$ cat src/hw/rtl/cgc_pkg.sv
// Shared constants and types for the constraint group coloring block.
`timescale 1ns / 1ps
`default_nettype none
package cgc_pkg;

    // Sizing of the coloring problem.
    localparam int MAX_PARTICLES = 4096;
    localparam int MAX_GROUPS    = 64;
    localparam int MAX_BODIES    = 4;

    // Fixed field widths of the request and result channels.
    localparam int PART_W  = 12;
    localparam int BODY_W  = 3;
    localparam int NUM_W   = 16;
    localparam int GROUP_W = 6;

    // Derived widths.
    localparam int ADDR_W    = (MAX_PARTICLES > 1) ? $clog2(MAX_PARTICLES) : 1;
    localparam int GRP_IDX_W = (MAX_GROUPS > 1) ? $clog2(MAX_GROUPS) : 1;
    localparam int SLOT_W    = (MAX_BODIES > 1) ? $clog2(MAX_BODIES) : 1;

    // Epoch tag kept next to every mask word; a start bumps the epoch so
    // stale words read as empty. A sweep runs after reset and when the epoch wraps.
    localparam int EPOCH_W = 8;
    localparam int MEM_W   = EPOCH_W + MAX_GROUPS;

    // Result of the lowest-free-group search.
    typedef struct packed {
        logic                 over;
        logic [GRP_IDX_W-1:0] group;
    } cgc_find_t;

endpackage
`default_nettype wire

$ cat src/hw/rtl/cgc_group_find.sv
// Two-stage search for the lowest group that no particle occupies.
`timescale 1ns / 1ps
`default_nettype none
module cgc_group_find (
    input  wire logic                           clk,
    input  wire logic [cgc_pkg::MAX_GROUPS-1:0] busy,
    output cgc_pkg::cgc_find_t                  result
);
    import cgc_pkg::*;

    logic [MAX_GROUPS-1:0] free;
    logic [MAX_GROUPS-1:0] lowest_reg;
    logic                  over_reg;
    logic [GRP_IDX_W-1:0]  group_next;
    cgc_find_t             result_reg;

    assign free = ~busy;

    // stage 1: isolate lowest set bit
    always_ff @(posedge clk)
    begin
        lowest_reg <= free & (~free + {{(MAX_GROUPS-1){1'b0}}, 1'b1});
        over_reg   <= (free == '0);
    end

    // stage 2: encode the one-hot word
    always_comb
    begin
        group_next = '0;
        for (int i = 0; i < MAX_GROUPS; i++)
        begin
            if (lowest_reg[i])
            begin
                group_next = group_next | GRP_IDX_W'(i);
            end
        end
    end

    always_ff @(posedge clk)
    begin
        result_reg.over  <= over_reg;
        result_reg.group <= group_next;
    end

    assign result = result_reg;

endmodule
`default_nettype wire

$ cat config.mk
export PLATFORM = sky130hd
export DESIGN_NAME = cgc_group_find
export DESIGN_NICKNAME = d
export VERILOG_FILES = /design/src/hw/rtl/cgc_pkg.sv /design/src/hw/rtl/cgc_group_find.sv
export SDC_FILE = /design/constraint.sdc
export NUM_CORES = 1
export LEC_CHECK = 0
export ABC_AREA = 1
export BUFFER_PORTS_ARGS = -buffer_cell sky130_fd_sc_hd__buf_2
export CAP_MARGIN = 20
export CORE_ASPECT_RATIO = 1.1
export CORE_MARGIN = 4
export CORE_UTILIZATION = 50
export CTS_BUF_LIST = sky130_fd_sc_hd__clkbuf_8 sky130_fd_sc_hd__clkbuf_16
export CTS_CLUSTER_DIAMETER = 200
export DETAILED_ROUTE_END_ITERATION = 10
export GPL_TIMING_DRIVEN = 0
export PLACE_DENSITY = 0.74
export SLEW_MARGIN = 20
export SYNTH_ARGS = -nofsm -noshare
export SYNTH_HDL_FRONTEND = slang
export SYNTH_SLANG_ARGS = --single-unit
$ cat constraint.sdc
create_clock -name clk -period 2.3 [get_ports clk]
set_input_delay 0.23 -clock clk [delete_from_list [all_inputs] [get_ports clk]]
set_output_delay 0.23 -clock clk [all_outputs]
set_load 0.02 [all_outputs]
==> results of run 1 <==
[metal layers]
| layer | share of wire [%] | wire, um | GRT usage, % | vias up |
|---|---|---|---|---|
| met5 | 0 | 0 | 0 | - |
| met4 | 3.3 | 355 | 11.69 | 0 |
| li1 | - | - | - | 1874 |
| met2 | 46 | 4868 | 43.86 | 147 |
| met1 | 44 | 4738 | 35.62 | 1620 |
| met3 | 6.5 | 698 | 4.188 | 25 |
[worst max path at each step]
stage | from | endpoint | slack (ns) | depth (start not counted)
6_report | busy[3] | lowest_reg[59]$_DFF_P_ | 1.07 | 9
5_1_grt | lowest_reg[30]$_DFF_P_ | result[2]$_SDFF_PP1_ | 1.01 | 5
4_1_cts | busy[3] | lowest_reg[59]$_DFF_P_ | 1.13 | 9
3_5_place_dp | busy[3] | lowest_reg[59]$_DFF_P_ | 0.78 | 9
3_3_place_gp | busy[3] | lowest_reg[59]$_DFF_P_ | 0.77 | 9
2_1_floorplan | lowest_reg[30]$_DFF_P_ | result[2]$_SDFF_PP1_ | 1.25 | 5
[final cells by class]
cell class | count | share of cell area, %
clock inverters | 5 | 2.575
flip-flops and latches | 71 | 34.41
inverters | 56 | 5.089
well taps | 82 | 2.484
clock buffers | 10 | 3.332
multi-input cells | 422 | 43.50
repair buffers | 71 | 8.603
[power by group through the flow]
stage          combinational (uW)  sequential (uW)  clock [uW]
6_report                      192             1240        1200
5_1_grt                       215             1240        1270
2_1_floorplan                77.4             1270           0
3_3_place_gp                  187             1270           0
3_5_place_dp                  189             1270           0
4_1_cts                       190             1240        1200
[logic make-up (layout without fill, tap and decap cells)]
family	Yosys count	in the layout	synth area share, %
AND/OR/NAND/NOR	422	422	52.41
flip-flops	71	71	41.46
buffers and inverters	56	142	6.131
[Yosys cell counts (all sizes together)]
cell and number:
nor2 199, nand2 140, dfxtp 71, inv 56, nand3 26, nor3 22, nand4 18, nand3b 7
or2 6, nor4 2, and3 1, or3 1
[worst max-delay path, delay by kind of cell]
family                 cells  cell delay (ns)
AND/OR/NAND/NOR            7             1.07
buffers and inverters      2             0.17
[stage by stage]
step	hold slack (ns)	instance area (um^2)	std cells	util [%]
after floorplan	0.3012	3428	549	-
final	0.07628	4130	717	62.27
after global placement	0.3098	3886	702	58.59
after detailed placement	0.3196	3886	702	58.59
after CTS	0.06588	4130	717	62.27
after global routing	0.06749	4130	717	62.27
==> run_results.csv, run 1 <==
group,metric,value,unit
clocking,clkLatencyLatePin,0.33,ns
worst_hold_path,min_path_type,"primary input to flop",
global_route,gr-total-overflow,0,
clocking,clockBufferDepth,2,
power_and_ir_drop,switchingPower,578.8,uW
routing,num_vias,3666,
critical_path,end_kind,"flop",
clocking,cts_htree_levels,3,
critical_path,ff2ff_setup_slack,1.11,ns
critical_path,worstSetupPathType,"primary input to flop",
sta,max_freq,816.2,MHz
layout,syn_to_final_growth,20.47,%
sta,slew_violations,0,
power_and_ir_drop,ir_drop,407.0,uV
sta,tightest_slew,0.3340,ns
power_and_ir_drop,power_density,636.8,mW/mm^2
global_route,grt_pass1_wl,16670,um
layout,antennaDiodeCount,0,
synth,syn-cell-area,0.003428,mm^2
power_and_ir_drop,p_comb_share,7.3,%
sta,grt_setup_unrepaired,"false",
layout,ff_latch_area,0.001421,mm^2
critical_path,timing.rr.start,"lowest_reg[35]$_DFF_P_",
layout,multi_input_area,0.001797,mm^2
power_and_ir_drop,p_int,2051,uW
power_and_ir_drop,power,2630,uW
synth,yosys-top-cells-area,"dfxtp_1, nor2_1, nand2_1",
routing,drt-initial-drc-count,187,
worst_hold_path,hold_end,"lowest_reg[19]$_DFF_P_",
synth,ys_ff_latch,71,
routing,drc_errors,0,
floorplanning,fp-row-count,31,
synth,synth.top_cell.area_share,41.46,%
floorplanning,die_h,94.85,um
floorplanning,die_width,86.95,um
global_route,antenna_found_initial,0,
sta,skew,0.008224,ns
sta,slew-limit-headroom,77.65,%
synth,yosysTopAreaCell,"dfxtp_1",
power_and_ir_drop,clockPowerShare,45.7,%
clocking,postCtsSetupRepairBufs,0,
power_and_ir_drop,pwr-share-seq,47.0,%
layout,layout_commonest_cell,"nor2_1",
clocking,cts_made_buffers,9,
status,outcome,"completed",
layout,nFillCells,647,
power_and_ir_drop,power.share.switching,22.01,%
floorplanning,fp.dieArea,0.008247,mm^2
global_route,gr-usage-all-layers,27.12,%
sta,fin_crit,1.225,ns
worst_hold_path,min_path_cells,2,
layout,final_cell_mix,"nor2_1, nand2_1, buf_2, dfxtp_1, inv_1",
synth,synthCells,549,
critical_path,crit_chain,"buf_2 -> nand2_1 -> inv_1 -> nand2_1 -> nor2_1 -> nand2_1 -> nor2_2 -> nand2_1 -> nor2_1",
routing,post_drt_wl_per_cell,14.87,um
synth,synthesis.nets,614,
place,hpwl,9149,um
place,portBuffers,71,
sta,fin_setup_tns,0,ns
synth,syn_avg_cell_area,6.245,um^2
critical_path,worstRegToRegCells,5,
global_route,grt_max_degree,13,
synth,ys_types,21,
critical_path,cpMostUsedCell,"nand2_1",
place,place_ws,0.7807,ns
worst_hold_path,min_from,"busy[19]",
clocking,ctsResizeCount,0,
place,gp_congestion,0.9435,
clocking,root_buffer,"clkbuf_8",
critical_path,reg2reg_to,"result[1]$_SDFF_PP1_",
critical_path,critPathArrivalTime,1.47,ns
critical_path,slowest_delay,0.27,ns
clocking,hold_buffers,0,
layout,nets,696,
clocking,clk_pin_slew,0.08,ns
critical_path,crit_fanout,3,
flow_run,maxCapViolations,0,
layout,largest_register_ffs,63,
sta,layout_setup_ws,1.075,ns
routing,first_pass_iters,5,
critical_path,cpMaxStageDelayCell,"nor2_1",
clocking,clkSinkCount,71,
critical_path,cp.required,2.55,ns
floorplanning,core_area,0.006633,mm^2
floorplanning,initial_utilization,51.69,%
critical_path,cp-start-kind,"primary input",
global_route,first_global_vias,3441,
layout,drive_above_1_share,16.69,%
synth,ys_seq_area_share,41.46,%
routing,ant_nets,0,
sta,setup_viol,0,
sta,hold_viol,0,
routing,viasPerCell,5.113,
floorplanning,io_pins,72,
power_and_ir_drop,p_leak,0.001949,uW
clocking,cts_tree,"built",
routing,finalWirelength,10660,um
sta,fin_crit_sh,53.27,%
synth,synth_warnings,0,
Note: power is estimated with default switching activity, not from simulation.
==> run 2, diff against run 1 <==
- ABC_AREA: 1 -> 0
- PLACE_DENSITY: 0.74 -> 0.76
- clock period: 2.3 -> 1.3 ns (I/O delays scaled with it)
==> run_results.csv, run 2 <==
group,metric,value,unit
sta,holdWs,0.01879,ns
floorplanning,die_h,85.56,um
global_route,first_global_vias,2903,
sta,slew_violations,0,
global_route,gr-total-overflow,0,
place,portBuffers,71,
place,hpwl,6298,um
critical_path,crit_buf_inv,0,
critical_path,cp.required,1.52,ns
synth,ys_types,27,
status,violations,"negative setup slack",
clocking,root_buffer,"clkbuf_8",
sta,layout_setup_ws,-0.2000,ns
worst_hold_path,hold_end,"lowest_reg[51]$_DFF_P_",
synth,synth_common_cells,"dfxtp_1, nor4_1, nor2_1, nand2_1, nand4_1",
global_route,gr-usage-all-layers,27.25,%
sta,fin_crit_sh,115.4,%
power_and_ir_drop,power_density,1057,mW/mm^2
layout,layout_commonest_cell,"buf_2",
critical_path,critPathArrivalTime,1.72,ns
sta,tightest_slew,0.4961,ns
layout,antennaDiodeCount,0,
routing,drt-initial-drc-count,329,
critical_path,crit_fanout,2,
global_route,grt_max_degree,14,
clocking,clk_pin_slew,0.07,ns
synth,async_flop_share,0,%
worst_hold_path,min_from,"busy[51]",
critical_path,cpMaxStageDelayCell,"or4_4",
layout,final_cell_mix,"buf_2, dfxtp_1, dlygate4sd3_1",
flow_run,maxCapViolations,0,
synth,synthFlopType,"dfxtp_1",
power_and_ir_drop,ir_drop,780.8,uV
synth,yosysTopAreaCell,"dfxtp_1",
critical_path,end_kind,"flop",
synth,yosys-top-cells-area,"dfxtp_1, nor4_1, nand4_1",
routing,num_vias,3049,
clocking,cts_htree_levels,3,
sta,setup_viol,5,
synth,syn-cell-area,0.002734,mm^2
floorplanning,die_width,78.51,um
place,place_ws,-0.5469,ns
clocking,cts_made_buffers,9,
routing,finalWirelength,9823,um
routing,viasPerCell,6.086,
global_route,grt_pass1_wl,14190,um
layout,nets,489,
sta,grt_setup_unrepaired,"true",
critical_path,cpLargestDelayFamily,"simple AND/OR/NAND/NOR gates",
synth,yosysMostFrequentCell,"dfxtp_1",
floorplanning,initial_utilization,53.24,%
floorplanning,core_area,0.005135,mm^2
worst_hold_path,min_path_cells,2,
synth,synth_edf_count,0,
clocking,cts_tree,"built",
sta,hold_viol,0,
status,outcome,"finished with violations",
synth,synth.top_cell.area_share,51.99,%
sta,skew,0.01589,ns
worst_hold_path,min_path_type,"primary input to flop",
clocking,clkSinkCount,71,
critical_path,slowest_delay,0.54,ns
critical_path,ff2ff_setup_slack,-0.20,ns
synth,ys_seq_area_share,51.99,%
place,gp_congestion,0.9564,
power_and_ir_drop,p_leak,0.001715,uW
synth,syn_avg_cell_area,9.493,um^2
routing,ant_nets,0,
sta,fin_crit,1.500,ns
floorplanning,io_pins,72,
synth,synthCells,288,
critical_path,reg2reg_to,"result[0]$_SDFF_PP1_",
sta,max_freq,666.7,MHz
routing,post_drt_wl_per_cell,19.61,um
clocking,clockBufferDepth,2,
synth,synthesis.nets,353,
critical_path,crit_chain,"or4_4 -> nor2_2 -> nand4_1 -> or3_1",
sta,slew-limit-headroom,66.62,%
synth,synth_warnings,0,
synth,ys_ff_latch,71,
routing,first_pass_iters,5,
routing,drc_errors,0,
critical_path,worstRegToRegCells,4,
global_route,antenna_found_initial,0,
sta,fin_setup_tns,-0.7838,ns
critical_path,timing.rr.start,"lowest_reg[53]$_DFF_P_",
layout,syn_to_final_growth,53.64,%
layout,drive_above_1_share,34.73,%
clocking,clkLatencyLatePin,0.35,ns
layout,largest_register_ffs,63,
critical_path,cp-start-kind,"flop",
floorplanning,fp-row-count,27,
floorplanning,fp.dieArea,0.006717,mm^2
critical_path,worstSetupPathType,"flop to flop",
==> run 2: layout make-up <==
class                   count  area [um^2]
multi-input cells         211         1539
flip-flops and latches     71         1439
fillers                   297        934.6
repair buffers            125        903.4
clock buffers              10        137.6
well taps                  72        90.09
clock inverters             6        68.82
inverters                   6        22.52
==> run 2: how the worst max path moves through the flow <==
stage / cells after the start / slack [ns] / start / endpoint
CTS: 4 / -0.18 / lowest_reg[53]$_DFF_P_ / result[0]$_SDFF_PP1_
global placement: 5 / -0.52 / busy[29] / lowest_reg[48]$_DFF_P_
detailed placement: 5 / -0.55 / busy[29] / lowest_reg[48]$_DFF_P_
global route: 4 / -0.23 / lowest_reg[53]$_DFF_P_ / result[0]$_SDFF_PP1_
floorplan: 4 / -0.12 / lowest_reg[54]$_DFF_P_ / result[4]$_SDFF_PP1_
finish: 4 / -0.20 / lowest_reg[53]$_DFF_P_ / result[0]$_SDFF_PP1_
==> run 2: power breakdown <==
group	internal [uW]	switching, uW
clock	948	866
sequential	2180	3.51
combinational	214	230
total	3340	1100
==> run 2: repair_timing <==
item | 4_1_cts | 5_1_grt
setup endpoints to repair | 26 | 29
hold buffers | 44 | 1
setup buffers | 6 | 3
gates resized for setup | 16 | 41
hold endpoints to repair | 44 | 1
pin swaps | 10 | 16
==> run 2: worst register-to-register path: stages (launching register included) <==
cell	delay, ns
dfxtp_2	0.34
or4_4	0.55
nor2_2	0.10
nand4_1	0.09
or3_1	0.31
==> run 2: per-layer routing <==
layer,track usage [%],up-vias,part of all wire (%)
met5,0,-,0
met4,10.49,0,4.1
met3,6.197,49,8.1
met2,46.25,206,49
met1,33.55,1420,38
li1,-,1374,-
==> run 2: cell families (layout without fill, tap and decap cells) <==
| logic type | after synthesis | after routing | share of synthesized area (%) |
|---|---|---|---|
| buffers and inverters | 6 | 147 | 0.8237 |
| and+or+nand+nor | 211 | 211 | 47.19 |
| DFF | 71 | 71 | 51.99 |
==> run 2: through the flow <==
step | util (%) | power (uW) | instance area [um^2] | instances
2_1_floorplan | - | 2330 | 2740 | 288
3_3_place_gp | 62.04 | 2513 | 3186 | 431
3_5_place_dp | 62.04 | 2517 | 3186 | 431
4_1_cts | 76.90 | 4366 | 3949 | 497
5_1_grt | 81.80 | 4563 | 4200 | 501
6_report | 81.80 | 4441 | 4200 | 501
